$ cat src/design/cmdf_pkg.sv
// ----------------------------------------------------------------------------
// cmdf_pkg: shared types and constants of the cross mean denoise filter
// Sizes, field widths, register indexes and the records that move between
// the front end, the queue, the line store fetch and the result emitter.
// ----------------------------------------------------------------------------
package cmdf_pkg;

  // Frame size limits
  localparam int MAX_WIDTH  = 256;
  localparam int MAX_HEIGHT = 256;

  localparam int COL_W  = $clog2(MAX_WIDTH);
  localparam int ROW_W  = $clog2(MAX_HEIGHT);
  localparam int WCNT_W = COL_W + 1;
  localparam int HCNT_W = ROW_W + 1;

  // Field widths
  localparam int PIX_W  = 8;
  localparam int TAG_W  = 8;
  localparam int SIZE_W = 9;

  // Configuration port
  localparam int CFG_ADDR_W = 1;
  localparam logic [CFG_ADDR_W-1:0] REG_WIDTH  = 1'b0;
  localparam logic [CFG_ADDR_W-1:0] REG_HEIGHT = 1'b1;
  localparam logic [SIZE_W-1:0] WIDTH_RESET  = 9'd256;
  localparam logic [SIZE_W-1:0] HEIGHT_RESET = 9'd256;

  // Stream packing
  localparam int IN_DATA_W  = 2 * PIX_W;
  localparam int OUT_DATA_W = PIX_W + 2 * TAG_W;

  // Cross sum and division by five (multiply by reciprocal, exact up to 5*255)
  localparam int CROSS_POINTS = 5;
  localparam int SUM_W        = $clog2(CROSS_POINTS * (2 ** PIX_W - 1) + 1);
  localparam int DIV5_SHIFT   = 18;
  localparam int DIV5_MUL_W   = 16;
  localparam logic [DIV5_MUL_W-1:0] DIV5_MUL =
    DIV5_MUL_W'((2 ** DIV5_SHIFT) / CROSS_POINTS + 1);
  localparam int PROD_W = SUM_W + DIV5_MUL_W;

  // Line store: two row banks
  localparam int LS_DEPTH = 2 * MAX_WIDTH;
  localparam int LS_AW    = $clog2(LS_DEPTH);

  // Queue between front end and fetch
  localparam int QUEUE_DEPTH = 4;
  localparam int QPTR_W      = $clog2(QUEUE_DEPTH);
  localparam int QCNT_W      = $clog2(QUEUE_DEPTH + 1);

  // One classified pixel
  typedef struct packed {
    logic [PIX_W-1:0] px;        // noisy pixel
    logic [PIX_W-1:0] prev;      // noisy pixel before it
    logic [ROW_W-1:0] row;
    logic [COL_W-1:0] col;
    logic             r_ge1;
    logic             r_ge2;
    logic             last_row;
    logic             c_ge1;
    logic             c_ge2;
    logic             c_last;
  } cmdf_item_t;

  // Pixel plus its neighbors fetched from the line store.
  // Rows: top = r-2, mid = r-1, bottom = r (current).
  typedef struct packed {
    cmdf_item_t       item;
    logic [PIX_W-1:0] mc;        // mid row, column c
    logic [PIX_W-1:0] tc;        // top row, column c
    logic [PIX_W-1:0] ml;        // mid row, column c-1
    logic [PIX_W-1:0] mr;        // mid row, column c+1
    logic [PIX_W-1:0] bl;        // bottom row, column c-2
  } cmdf_rec_t;

endpackage

$ cat src/design/cmdf_emit.sv
// ----------------------------------------------------------------------------
// cmdf_emit: cross sums and result output
// Walks the up to three results of a record, forms each five-point sum in
// one stage and divides by five into the output register in the next.
// ----------------------------------------------------------------------------
module cmdf_emit (
  input  logic                              clk,
  input  logic                              rst_n,
  input  logic                              rec_valid,
  output logic                              rec_ready,
  input  cmdf_pkg::cmdf_rec_t               rec,
  output logic                              out_tvalid,
  input  logic                              out_tready,
  output logic [cmdf_pkg::OUT_DATA_W-1:0]   out_tdata,
  output logic                              out_tlast
);

  cmdf_pkg::cmdf_rec_t          e_r;
  logic                         e_valid_r;
  logic [2:0]                   mask_r;
  logic [2:0]                   sel;
  logic                         sel_last;

  logic                         s_valid_r;
  logic [cmdf_pkg::SUM_W-1:0]   s_sum_r;
  logic [cmdf_pkg::TAG_W-1:0]   s_row_r;
  logic [cmdf_pkg::TAG_W-1:0]   s_col_r;
  logic                         s_last_r;

  logic                         o_valid_r;
  logic [cmdf_pkg::PIX_W-1:0]   o_value_r;
  logic [cmdf_pkg::TAG_W-1:0]   o_row_r;
  logic [cmdf_pkg::TAG_W-1:0]   o_col_r;
  logic                         o_last_r;

  logic                         o_can;
  logic                         s_can;
  logic                         issue;
  logic                         take;
  logic [cmdf_pkg::PIX_W-1:0]   op_ctr;
  logic [cmdf_pkg::PIX_W-1:0]   op_up;
  logic [cmdf_pkg::PIX_W-1:0]   op_dn;
  logic [cmdf_pkg::PIX_W-1:0]   op_lf;
  logic [cmdf_pkg::PIX_W-1:0]   op_rt;
  logic [cmdf_pkg::ROW_W-1:0]   res_row;
  logic [cmdf_pkg::COL_W-1:0]   res_col;
  logic [cmdf_pkg::SUM_W-1:0]   sum;
  logic [cmdf_pkg::PROD_W-1:0]  prod;

  // Lowest pending result goes next
  assign sel      = mask_r & (~mask_r + 1'b1);
  assign sel_last = ((mask_r & ~sel) == '0);

  assign o_can     = !o_valid_r || out_tready;
  assign s_can     = !s_valid_r || o_can;
  assign issue     = e_valid_r && s_can;
  assign rec_ready = !e_valid_r || (issue && sel_last);
  assign take      = rec_valid && rec_ready;

  // Hold the record while its results go out
  always_ff @(posedge clk) begin
    if (!rst_n) begin
      e_valid_r <= 1'b0;
      mask_r    <= '0;
    end else if (take) begin
      e_valid_r <= 1'b1;
      mask_r    <= {rec.item.last_row && rec.item.c_last,
                    rec.item.last_row && rec.item.c_ge1,
                    rec.item.r_ge1};
    end else if (issue) begin
      mask_r <= mask_r & ~sel;
      if (sel_last) begin
        e_valid_r <= 1'b0;
      end
    end
  end

  always_ff @(posedge clk) begin
    if (take) begin
      e_r <= rec;
    end
  end

  // Pick the five operands and the centre position of the selected result
  always_comb begin
    op_dn   = e_r.item.px;
    op_ctr  = e_r.mc;
    op_up   = e_r.item.r_ge2 ? e_r.tc : e_r.mc;
    op_lf   = e_r.item.c_ge1 ? e_r.ml : e_r.mc;
    op_rt   = e_r.item.c_last ? e_r.mc : e_r.mr;
    res_row = e_r.item.row - 1'b1;
    res_col = e_r.item.col;
    priority if (sel[0]) begin
      // Centre one row up, below neighbor is the new pixel
    end else if (sel[1]) begin
      // Centre is the pixel to the left on the last row
      op_ctr  = e_r.item.prev;
      op_dn   = e_r.item.prev;
      op_up   = e_r.item.r_ge1 ? e_r.ml : e_r.item.prev;
      op_lf   = e_r.item.c_ge2 ? e_r.bl : e_r.item.prev;
      op_rt   = e_r.item.px;
      res_row = e_r.item.row;
      res_col = e_r.item.col - 1'b1;
    end else begin
      // Centre is the last pixel of the last row
      op_ctr  = e_r.item.px;
      op_dn   = e_r.item.px;
      op_rt   = e_r.item.px;
      op_up   = e_r.item.r_ge1 ? e_r.mc : e_r.item.px;
      op_lf   = e_r.item.c_ge1 ? e_r.item.prev : e_r.item.px;
      res_row = e_r.item.row;
      res_col = e_r.item.col;
    end
  end

  assign sum = cmdf_pkg::SUM_W'(op_ctr) + cmdf_pkg::SUM_W'(op_up) +
               cmdf_pkg::SUM_W'(op_dn) + cmdf_pkg::SUM_W'(op_lf) +
               cmdf_pkg::SUM_W'(op_rt);

  // Sum stage
  always_ff @(posedge clk) begin
    if (!rst_n) begin
      s_valid_r <= 1'b0;
    end else if (s_can) begin
      s_valid_r <= issue;
    end
  end

  always_ff @(posedge clk) begin
    if (issue) begin
      s_sum_r  <= sum;
      s_row_r  <= cmdf_pkg::TAG_W'(res_row);
      s_col_r  <= cmdf_pkg::TAG_W'(res_col);
      s_last_r <= sel_last;
    end
  end

  // Divide by five through the reciprocal
  assign prod = cmdf_pkg::PROD_W'(s_sum_r) * cmdf_pkg::PROD_W'(cmdf_pkg::DIV5_MUL);

  // Output register
  always_ff @(posedge clk) begin
    if (!rst_n) begin
      o_valid_r <= 1'b0;
    end else if (o_can) begin
      o_valid_r <= s_valid_r;
    end
  end

  always_ff @(posedge clk) begin
    if (o_can && s_valid_r) begin
      o_value_r <= cmdf_pkg::PIX_W'(prod >> cmdf_pkg::DIV5_SHIFT);
      o_row_r   <= s_row_r;
      o_col_r   <= s_col_r;
      o_last_r  <= s_last_r;
    end
  end

  assign out_tvalid = o_valid_r;
  assign out_tdata  = {o_col_r, o_row_r, o_value_r};
  assign out_tlast  = o_last_r;

  a_mask_live: assert property (@(posedge clk) disable iff (!rst_n)
    e_valid_r |-> mask_r != '0)
    else $error("held record has no pending result");

  a_sel_onehot: assert property (@(posedge clk) disable iff (!rst_n)
    e_valid_r |-> $onehot(sel))
    else $error("result select not one-hot");

endmodule

$ cat config.mk
export PLATFORM = sky130hd
export DESIGN_NAME = cmdf_emit
export DESIGN_NICKNAME = d
export VERILOG_FILES = /design/src/design/cmdf_pkg.sv /design/src/design/cmdf_emit.sv
export SDC_FILE = /design/constraint.sdc
export NUM_CORES = 1
export LEC_CHECK = 0
export CORE_MARGIN = 3
export CORE_UTILIZATION = 60
export DETAILED_ROUTE_END_ITERATION = 6
export DONT_BUFFER_PORTS = 1
export HOLD_SLACK_MARGIN = 0.02
export PLACE_DENSITY = 0.8
export SYNTH_ARGS = -nofsm -noshare
export SYNTH_HDL_FRONTEND = slang
export SYNTH_SLANG_ARGS = --single-unit
$ cat constraint.sdc
create_clock -name clk -period 13.3 [get_ports clk]
set_input_delay 2.66 -clock clk [delete_from_list [all_inputs] [get_ports clk]]
set_output_delay 2.66 -clock clk [all_outputs]
set_load 0.01 [all_outputs]
======== Word-level counts from Yosys, hierarchy flattened ========
Index checks and enable logic that the tools add are counted.
storage, ports and cells
  output and inout port bits .............. 27
  flip-flop bits (word level) ............. 136
  logic and storage cells ................. 77
operators by class
  $mul .................................... 1
  reduce and logical (&&, ||, !) cells .... 16
  $add $sub $neg .......................... 7
  muxes and demuxes ....................... 23
  bitwise gates (word level) .............. 4
operator list
  cell                                                  number
  two-way mux 8 bit                                     18
  multiplier 11 x 16 -> 26 bit (second input constant)  1
  subtractor 8 x 1 -> 8 bit (second input constant)     2
  adder 10 x 8 -> 11 bit                                1
  adder 11 x 8 -> 11 bit                                1
  adder 9 x 8 -> 10 bit                                 1
  adder 8 x 8 -> 9 bit                                  1
  bitwise AND 3 bit                                     2
  logical AND 1 bit                                     6
  two-way mux 3 bit                                     2
  inverter 3 bit                                        2
  nonzero test 2 bit                                    2
  adder 3 x 1 -> 3 bit (second input constant)          1
  logical NOT 1 bit                                     3
  logical NOT 3 bit                                     1
  logical OR 1 bit                                      3
  two-way mux 1 bit                                     3
  AND reduction 2 bit                                   1

======== Longest topological paths before layout ========
Gate-level depths: netlist (run 1).
  depth after elaboration ................. 11
  depth in mapped cells ................... 21

======== Least setup slack after synthesis (run 1) ========
No wires, ideal clock.
  path kind ............................... input to output
  start ................................... in out_tready
  end ..................................... out rec_ready
  slack ................................... 7.587 ns
  data required time ...................... 10.640 ns
  data arrival time ....................... 3.053 ns
  cell stages on the path ................. 2
  cells stage by stage .................... and3b_1 > o21ai_2
on the way
  cells in the longest elaborated chain, start to end .. 5
RTL lines
  what               line             RTL
  from (decl)        cmdf_emit.sv:13  input logic out_tready,
  logical OR 1 bit   cmdf_emit.sv:54  assign o_can = !o_valid_r || out_tready;
  logical OR 1 bit   cmdf_emit.sv:55  assign s_can = !s_valid_r || o_can;
  logical AND 1 bit  cmdf_emit.sv:56  assign issue = e_valid_r && s_can;
  logical AND 1 bit  cmdf_emit.sv:57  assign rec_ready = !e_valid_r || (issue && sel_last);
  logical OR 1 bit   cmdf_emit.sv:57
  to (decl)          cmdf_emit.sv:10  output logic rec_ready,
No other way between the ends.

======== Final worst setup path (run 1) ========
Same ends and word-level chain as after synthesis.

==> results of run 1 <==
==> per-layer routing <==
layer / wire [um] / vias to the layer above
met5: 0 / -
met4: 312 / 0
met3: 556 / 26
met2: 8850 / 140
met1: 7070 / 2570
li1: - / 2515
==> cells by family after synthesis <==
logic type / share of synthesized area [%]
simple gates: 6.12
mux: 7.19
xor+xnor: 2.94
compound gates: 7.47
buf+inv: 6.00
flops: 45.0
fa+ha+maj: 25.3
==> metrics by stage <==
step	instance area, um2	instances	util, %
global route	9740	917	68.5
finish	9740	917	68.5
floorplan	8940	718	-
global placement	9130	885	64.3
CTS	9740	917	68.5
detailed placement	9130	885	64.3
==> worst max-delay path by stage <==
stage                      endpoint  slack [ns]  depth (start not counted)
final                     rec_ready        7.52                          2
after global routing      rec_ready        7.49                          2
after CTS                 rec_ready        7.52                          2
after detailed placement  rec_ready        7.54                          2
after global placement    rec_ready        7.56                          2
after floorplan           rec_ready        7.59                          2
==> registers in the layout, summed over array words and instances, names as in the netlist <==
signal	count
o_col_r	8
o_row_r	8
out_tvalid	1
e_r	77
s_last_r	1
o_value_r	8
s_valid_r	1
mask_r	3
s_row_r	8
s_sum_r	11
s_col_r	8
out_tlast	1
e_valid_r	1
==> area by class of cell <==
class | count | area, um2 | area share [%]
multi-input cells | 441 | 4380 | 45.0
flip-flops and latches | 136 | 4030 | 41.3
inverters | 123 | 462 | 4.74
clock buffers | 18 | 439 | 4.51
well taps | 180 | 225 | 2.31
clock inverters | 14 | 163 | 1.67
repair buffers | 5 | 37.5 | 0.386
==> cell usage in the layout (no fill, tap or decap), drive strengths merged, types with 6 or more instances in the layout <==
| cell | instances |
|---|---|
| inv | 128 |
| xnor2 | 20 |
| fa | 61 |
| a221oi | 6 |
| nor2 | 29 |
| nand2 | 37 |
| mux4 | 8 |
| nor3 | 10 |
| mux2i | 44 |
| clkbuf | 18 |
| ha | 82 |
| a211oi | 7 |
| nor2b | 15 |
| a21oi | 33 |
| edfxtp | 130 |
| dfxtp | 6 |
| xor2 | 10 |
| o21ai | 22 |
==> results by group, run 1 <==
Setup path
  • FF-to-FF setup slack: approximately 8.4 ns
  • Critical path buffers and inverters: 0
  • Crit-path max FO: 3
  • Slowest CP cell: o21ai_2
  • Reg2reg path depth: 16
  • Setup crit start kind: primary input
  • Worst path cell trace: and3b_1 > o21ai_2
  • Worst path max stage delay: around 0.25 ns
  • Critical path origin: out_tready
  • Critical Path AT: around 3.1 ns
  • R2R Path End: o_value_r[6]$_DFFE_PP_
  • Crit path required time: 10.64 ns
  • CP top delay family: compound AO/OA/AOI/OAI gates
  • Reg-to-Reg Start: s_sum_r[5]$_DFFE_PP_
  • Critical path class: in2out
  • Crit. End Element: output pin

STA
  • # setup viols final: 0
  • Max frequency: 0.173 GHz
  • Clk_skew: around 0.012 ns
  • Period utilization: between 40% and 50%
  • Hold Vio Cnt, Final: 0
  • Slew margin rel.: about 15%
  • Final worst-path setup slack: approximately 7.5 ns
  • WHS: 0.418 ns
  • Worst-margin pin slew: 1.26 ns
  • Tmin final: 5.78 ns
  • Max-slew violations: 0
  • Setup TNS: 0 ns
  • RSZ-0062 raised after global routing: false

Synthesis
  • Most frequent cell after synthesis: edfxtp_1
  • Cell count after synthesis: 718
  • Synthesized area: roughly 8900 um2
  • Synth Warn #: 0
  • EDFF count, synth: 130
  • Cell taking the most area after synthesis: edfxtp_1
  • Syn_nets: 943
  • Top_reg_cell synth: edfxtp_1
  • Asr flop ratio synth: 0%
  • Main area contributors after synthesis: edfxtp_1 (44%), fa_1 (14%), ha_1 (11%)
  • Top-area cell type share of the netlist area: ~44%
  • Syn_area_per_cell: around 12 um2
  • Seq/Total Area, Yosys: between 40% and 50%
  • Post-synthesis register bit count: 136
  • Synth cell types: 53
  • Commonest cells post-synth: edfxtp_1 (130), inv_1 (122), ha_1 (82)

Clock tree
  • H-tree levels: 4
  • Clock sink count: between 100 and 150
  • Clock Pin Slew Worst Setup and Hold Paths: about 0.060 ns
  • TritonCTS Buffers: 17
  • Clk buf depth: 2
  • Root Driver: clkbuf_16
  • Worst-Skew Late Latency: around 0.42 ns
  • Setup repair bufs after CTS: 0
  • CTS tree: done
  • Post-CTS sizing: 0
  • Post-CTS Hold Buffers: 0

Placed design
  • HPWL after detailed placement: 12.9 mm
  • Dpl ws: 7.54 ns
  • Count of input and output buffers: 0
  • RD Place Congestion: ~0.9

Final layout
  • Nets: about 950
  • Share of post-route cells with drive strength above 1: 7.73%
  • Fill cells: between 900 and 1000
  • Ant. Diodes: 0
  • Layout area overhead: 8.90%

Global routing
  • Antenna violations before repair: 0
  • Pin count of the biggest net entering global routing: 64
  • GR peak layer: met2
  • GRT Total Usage: about 22%
  • Met3 usage: under 10%
  • Vias in the first global route: approximately 5500
  • GR Overflow Total: 0
  • First-pass GRT wire length: about 27 mm
  • Met2 Track Usage GR: around two fifths
  • GR Util met1: a little over a quarter

Min path
  • Worst hold path class: reg2reg
  • Hold Path Stages: 0
  • HP Start: s_col_r[5]$_DFFE_PP_
  • Hold Crit Endpoint: o_col_r[5]$_DFFE_PP_

Die
  • Starting Density: 62.9%
  • Die W: roughly 130 um
  • Die Height: 128 um
  • Io pins: between 100 and 150
  • Cell Rows: 43
  • Total Die Area: 16400 um2
  • Core area: roughly 14000 um2

Route
  • Initial DRC count: approximately 370
  • WL final: ~17 mm
  • Initial DRT Pass Iterations: 4
  • Via count: between 5000 and 6000
  • Post-route ant nets: 0
  • Routed len/inst: about 18 um
  • Vias per cell: 5.73
  • DR DRC count: 0

Flow run
  • Max capacitance violation total: 0

Outcome
  • Status: finished clean
Power of run 1 is left out: the tool's default activity adds up to more than one toggle a clock period on the data nets, which glitch-free logic cannot reach.
==> inputs of run 2 (changes only) <==
--- a/config.mk
+++ b/config.mk
@@ -6,11 +6,11 @@
 export NUM_CORES = 1
 export LEC_CHECK = 0
 export CORE_MARGIN = 3
-export CORE_UTILIZATION = 60
+export CORE_UTILIZATION = 59
 export DETAILED_ROUTE_END_ITERATION = 6
 export DONT_BUFFER_PORTS = 1
 export HOLD_SLACK_MARGIN = 0.02
-export PLACE_DENSITY = 0.8
+export PLACE_DENSITY = 0.82
 export SYNTH_ARGS = -nofsm -noshare
 export SYNTH_HDL_FRONTEND = slang
 export SYNTH_SLANG_ARGS = --single-unit
==> constraint.sdc (replaced) <==
create_clock -name clk -period 5.3 [get_ports clk]
set_input_delay 1.06 -clock clk [delete_from_list [all_inputs] [get_ports clk]]
set_output_delay 1.06 -clock clk [all_outputs]
set_load 0.01 [all_outputs]
==> run 2 against run 1 <==
Against the previous run: critical path depth increased by 14; sequential cell count unchanged; die area increased by 1.6%; clock skew increased by 0.0053 ns; worst hold slack improved by 0.0017 ns; non-clock buffer count increased by 6; final area increased by 0.44%; global-route usage decreased by 0.48 points; largest cell class unchanged; highest routed layer unchanged.
==> results by group, run 2 (synthesis results as in run 1) <==
Setup path
  • Reg-to-Reg Start: s_sum_r[5]$_DFFE_PP_
  • Worst path max stage delay: 0.53 ns (+0.28 ns)
  • Worst path cell trace: ha_1 > inv_1 > fa_1 > fa_1 > inv_1 > fa_1 > inv_1 > fa_1 > inv_1 > ha_1 > and3_1 > o21ai_0 > o211ai_1 > a41oi_2 > o221ai_2 > xnor2_1
  • Crit. End Element: flip-flop
  • Critical path buffers and inverters: 4 (+4)
  • Slowest CP cell: fa_1
  • Crit path required time: 5.46 ns (-5.18 ns)
  • Crit-path max FO: 5 (+2)
  • Critical Path AT: 5.22 ns (+2.10 ns)
  • Critical path class: reg2reg
  • Reg2reg path depth: 16 (unchanged)
  • R2R Path End: o_value_r[7]$_DFFE_PP_
  • Setup crit start kind: flip-flop
  • CP top delay family: adder cells
  • FF-to-FF setup slack: 0.24 ns (-8.12 ns)

Flow run
  • Max capacitance violation total: 0 (unchanged)

Min path
  • HP Start: s_col_r[7]$_DFFE_PP_
  • Hold Path Stages: 0 (unchanged)
  • Worst hold path class: reg2reg
  • Hold Crit Endpoint: o_col_r[7]$_DFFE_PP_

Route
  • DR DRC count: 0 (unchanged)
  • Routed len/inst: 17.8 um (-2.9%)
  • Initial DRT Pass Iterations: 5 (+1)
  • Post-route ant nets: 0 (unchanged)
  • Vias per cell: 5.71 (-0.28%)
  • WL final: 16.5 mm (-1.6%)
  • Initial DRC count: 299 (-19%)
  • Via count: 5305 (+1.0%)

Global routing
  • Pin count of the biggest net entering global routing: 65 (+1.6%)
  • Vias in the first global route: 5745 (+4.6%)
  • First-pass GRT wire length: 27.0 mm (-0.28%)
  • GRT Total Usage: 21.1% (-0.48 points)
  • Antenna violations before repair: 0 (unchanged)
  • GR Overflow Total: 0 (unchanged)

Placed design
  • Count of input and output buffers: 0 (unchanged)
  • DP Area: 9180 um2 (+0.55%)
  • HPWL after detailed placement: 13.1 mm (+1.8%)
  • RD Place Congestion: 0.929 (+4.3%)

Final layout
  • Nets: 955 (+0.63%)
  • Largest register by flop count: e_r
  • Max reg flops: 77 (unchanged)
  • Most common cell after layout, fill and taps aside: edfxtp_1
  • Fill cells: 1051 (+6.6%)
  • Commonest non-fill, non-tap cells in the layout: edfxtp_1 (130), inv_1 (122), ha_1 (82), fa_1 (61), mux2i_1 (44)
  • Layout area overhead: 9.38%
  • Fin area: 9780 um2 (+0.44%)
  • Share of post-route cells with drive strength above 1: 8.34% (+0.61 points)
  • Largest regs: e_r: 77 flops, s_sum_r: 11 flops

Clock tree
  • Setup repair bufs after CTS: 0 (unchanged)
  • Root Driver: clkbuf_16
  • Clock sink count: 136 (unchanged)
  • TritonCTS Buffers: 17 (unchanged)
  • H-tree levels: 4 (unchanged)
  • Clk buf depth: 2 (unchanged)
  • Clock Pin Slew Worst Setup and Hold Paths: 0.06 ns (about the same)
  • Worst-Skew Late Latency: 0.43 ns (about the same)
  • Post-CTS Hold Buffers: 0 (unchanged)
  • CTS tree: done
  • Post-CTS sizing: 0 (unchanged)

Die
  • Cell Rows: 44 (+2.3%)
  • Core area: 14700 um2 (+3.5%)
  • Die Height: 129 um (+0.80%)
  • Die W: 129 um (+0.80%)
  • Io pins: 109 (unchanged)
  • Total Die Area: 16700 um2 (+1.6%)
  • Starting Density: 60.8% (-2.1 points)

STA
  • Tmin final: between 5 and 6 ns
  • Setup TNS: 0 ns (unchanged)
  • RSZ-0062 raised after global routing: false
  • WHS: 0.419 ns (+0.00168 ns)
  • Worst-margin pin slew: 1.22 ns (-0.0426 ns)
  • Clk_skew: 0.0172 ns (+0.00528 ns)
  • Max frequency: slightly below 0.2 GHz
  • Hold Vio Cnt, Final: 0 (unchanged)
  • Max-slew violations: 0 (unchanged)
  • # setup viols final: 0 (unchanged)
  • Slew margin rel.: 18.6% (+3.2 points)
  • Period utilization: 95.4%

Outcome
  • Status: finished clean
-- run 2: stage by stage --
step	worst slack, ns	utilization (%)	std cells
after CTS	0.335	66.5	927
after global routing	0.0383	66.5	927
final	0.242	66.5	929
after global placement	0.589	62.5	895
after floorplan	0.773	-	718
after detailed placement	0.318	62.5	895
-- run 2: final cells by class --
| class | count | area [um2] | share of cell area [%] |
|---|---|---|---|
| Antenna cell | 2 | 5.00 | 0.0512 |
| Clock buffer | 18 | 429 | 4.39 |
| Clock inverter | 14 | 160 | 1.64 |
| Inverter | 123 | 462 | 4.72 |
| Multi-Input combinational cell | 441 | 4380 | 44.8 |
| Sequential cell | 136 | 4030 | 41.2 |
| Tap cell | 184 | 230 | 2.35 |
| Timing Repair Buffer | 11 | 82.6 | 0.845 |
-- run 2: worst max path at each step --
stage | from | endpoint | slack, ns | cells after the start
6_report | s_sum_r[5]$_DFFE_PP_ | o_value_r[7]$_DFFE_PP_ | 0.24 | 16
3_3_place_gp | s_sum_r[5]$_DFFE_PP_ | o_value_r[7]$_DFFE_PP_ | 0.59 | 16
2_1_floorplan | s_sum_r[5]$_DFFE_PP_ | o_value_r[7]$_DFFE_PP_ | 0.77 | 16
3_5_place_dp | s_sum_r[5]$_DFFE_PP_ | o_value_r[4]$_DFFE_PP_ | 0.32 | 16
4_1_cts | s_sum_r[5]$_DFFE_PP_ | o_value_r[4]$_DFFE_PP_ | 0.34 | 16
5_1_grt | s_sum_r[5]$_DFFE_PP_ | o_value_r[7]$_DFFE_PP_ | 0.04 | 16
-- run 2: routing by layer --
layer,up-vias,global-route usage (%),routed length [um]
met3,47,5.44,713
met4,0,11.2,599
met5,-,0,0
met1,2557,24.5,6640
met2,176,36.1,8550
li1,2525,-,-
Power of run 2 is left out for the same reason.
==> inputs of run 3 (changes only) <==
--- a/config.mk
+++ b/config.mk
@@ -11,6 +11,7 @@
 export DONT_BUFFER_PORTS = 1
 export HOLD_SLACK_MARGIN = 0.02
 export PLACE_DENSITY = 0.82
+export RECOVER_POWER = 50
 export SYNTH_ARGS = -nofsm -noshare
 export SYNTH_HDL_FRONTEND = slang
 export SYNTH_SLANG_ARGS = --single-unit
==> run 3 against run 2 <==
Against the previous run: utilization down 0.14 points; largest cell class unchanged; clock skew up 0.0041 ns; first-iteration DRC count down 3.0%; critical path type unchanged; setup slack better by 0.014 ns; via count unchanged; clock-buffer cell count unchanged; global-route usage unchanged; fmax up 0.28%; register-to-register slack about the same.
==> results by group, run 3 (synthesis results as in run 1) <==
Route
  • WL final: 16.5 mm (+0.17%)
  • Initial DRT Pass Iterations: 4 (-1)
  • Via count: 5305 (unchanged)
  • Initial DRC count: 290 (-3.0%)
  • Post-route ant nets: 0 (unchanged)
  • DR DRC count: 0 (unchanged)
  • Vias per cell: 5.71 (unchanged)
  • Routed len/inst: 17.8 um (+0.17%)

Clock tree
  • H-tree levels: 4 (unchanged)
  • Post-CTS sizing: 0 (unchanged)
  • CTS tree: done
  • Root Driver: clkbuf_16
  • Clk buf depth: 2 (unchanged)
  • Setup repair bufs after CTS: 0 (unchanged)
  • TritonCTS Buffers: 17 (unchanged)
  • Worst-Skew Late Latency: 0.43 ns (about the same)
  • Clock sink count: 136 (unchanged)
  • Clock Pin Slew Worst Setup and Hold Paths: 0.06 ns (about the same)
  • Post-CTS Hold Buffers: 0 (unchanged)

STA
  • Hold Vio Cnt, Final: 0 (unchanged)
  • Worst-margin pin slew: 1.48 ns (+0.258 ns)
  • Tmin final: 5.04 ns (-0.0139 ns)
  • Slew margin rel.: 1.41% (-17 points)
  • Clk_skew: 0.0213 ns (+0.00408 ns)
  • Max frequency: 0.198 GHz (+0.28%)
  • Setup TNS: 0 ns (unchanged)
  • # setup viols final: 0 (unchanged)
  • RSZ-0062 raised after global routing: false
  • Period utilization: 95.2% (-0.26 points)
  • Max-slew violations: 0 (unchanged)
  • Final worst-path setup slack: 0.256 ns (+0.0139 ns)

Setup path
  • Crit. End Element: flip-flop
  • Crit path required time: 5.46 ns (about the same)
  • Setup crit start kind: flip-flop
  • Reg-to-Reg Start: s_sum_r[5]$_DFFE_PP_
  • Reg2reg path depth: 16 (unchanged)
  • Critical Path AT: 5.20 ns (-0.02 ns)
  • FF-to-FF setup slack: 0.26 ns (about the same)
  • Critical path class: reg2reg
  • R2R Path End: o_value_r[7]$_DFFE_PP_
  • Crit-path max FO: 5 (unchanged)

Die
  • Starting Density: 60.8% (unchanged)
  • Cell Rows: 44 (unchanged)
  • Core area: 14700 um2 (unchanged)
  • Die W: 129 um (unchanged)
  • Io pins: 109 (unchanged)
  • Total Die Area: 16700 um2 (unchanged)
  • Die Height: 129 um (unchanged)

Global routing
  • Pin count of the biggest net entering global routing: 65 (unchanged)
  • GR Overflow Total: 0 (unchanged)
  • Vias in the first global route: 5745 (unchanged)
  • Antenna violations before repair: 0 (unchanged)
  • GRT Total Usage: 21.1% (unchanged)
  • First-pass GRT wire length: 27.0 mm (unchanged)

Min path
  • Hold Path Stages: 0 (unchanged)
  • Worst hold path class: reg2reg
  • Hold Crit Endpoint: o_col_r[7]$_DFFE_PP_
  • HP Start: s_col_r[7]$_DFFE_PP_

Final layout
  • Max reg flops: 77 (unchanged)
  • Fin cells: 929 (unchanged)
  • Layout area overhead: 9.14%
  • Most common cell after layout, fill and taps aside: edfxtp_1
  • Largest register by flop count: e_r
  • Fill cells: 1059 (+0.76%)
  • Nets: 955 (unchanged)
  • Finished Core Util: 66.4% (-0.14 points)
  • Commonest non-fill, non-tap cells in the layout: edfxtp_1 (130), inv_1 (122), ha_1 (82), fa_1 (61), mux2i_1 (44)
  • Share of post-route cells with drive strength above 1: 7.40% (-0.94 points)
  • Largest regs: e_r: 77 flops, s_sum_r: 11 flops

Placed design
  • Count of input and output buffers: 0 (unchanged)
  • HPWL after detailed placement: 13.1 mm (unchanged)
  • Dpl ws: 0.318 ns (unchanged)
  • RD Place Congestion: 0.929 (unchanged)
  • Placed insts: 895 (unchanged)

Flow run
  • Max capacitance violation total: 0 (unchanged)

Outcome
  • Status: finished clean
==> run 3: how the worst max path moves through the flow <==
stage	slack, ns	cells past startpoint	start	end
floorplan	0.77	16	s_sum_r[5]$_DFFE_PP_	o_value_r[7]$_DFFE_PP_
CTS	0.34	16	s_sum_r[5]$_DFFE_PP_	o_value_r[4]$_DFFE_PP_
finish	0.26	16	s_sum_r[5]$_DFFE_PP_	o_value_r[7]$_DFFE_PP_
global placement	0.59	16	s_sum_r[5]$_DFFE_PP_	o_value_r[7]$_DFFE_PP_
detailed placement	0.32	16	s_sum_r[5]$_DFFE_PP_	o_value_r[4]$_DFFE_PP_
global route	0.04	16	s_sum_r[5]$_DFFE_PP_	o_value_r[7]$_DFFE_PP_
==> run 3: final cells by class <==
class	instances	area [um2]	share of cell area (%)
clock inverter	14	160	1.64
multi-input combinational	441	4380	44.9
inverter	123	462	4.73
antenna	2	5.00	0.0513
sequential	136	4020	41.2
clock buffer	18	429	4.40
tap	184	230	2.36
timing repair buffer	11	67.6	0.692
==> run 3: per-stage QoR <==
stage | hold slack (ns) | instance area [um2]
2_1_floorplan | 0.400 | 8940
3_3_place_gp | 0.403 | 9180
3_5_place_dp | 0.406 | 9180
4_1_cts | 0.420 | 9770
5_1_grt | 0.425 | 9750
6_report | 0.419 | 9760
==> run 3: metal layers <==
layer / global-route usage [%] / vias up / wire [um]
met5: 0 / - / 0
met3: 5.44 / 43 / 717
met1: 24.5 / 2561 / 6650
li1: - / 2521 / -
met4: 11.2 / 0 / 588
met2: 36.1 / 180 / 8580
==> run 3: critical path, cell delays in order (launching register included) <==
cell and delay, ns:
edfxtp_1 0.47, ha_1 0.35, inv_1 0.06, fa_1 0.53
fa_1 0.53, inv_1 0.05, fa_1 0.50, inv_1 0.06
fa_1 0.53, inv_1 0.04, ha_1 0.34, and3_1 0.23
o21ai_0 0.27, o211ai_1 0.17, a41oi_2 0.33, o221ai_2 0.17
xnor2_1 0.14
Power of run 3 is left out for the same reason.
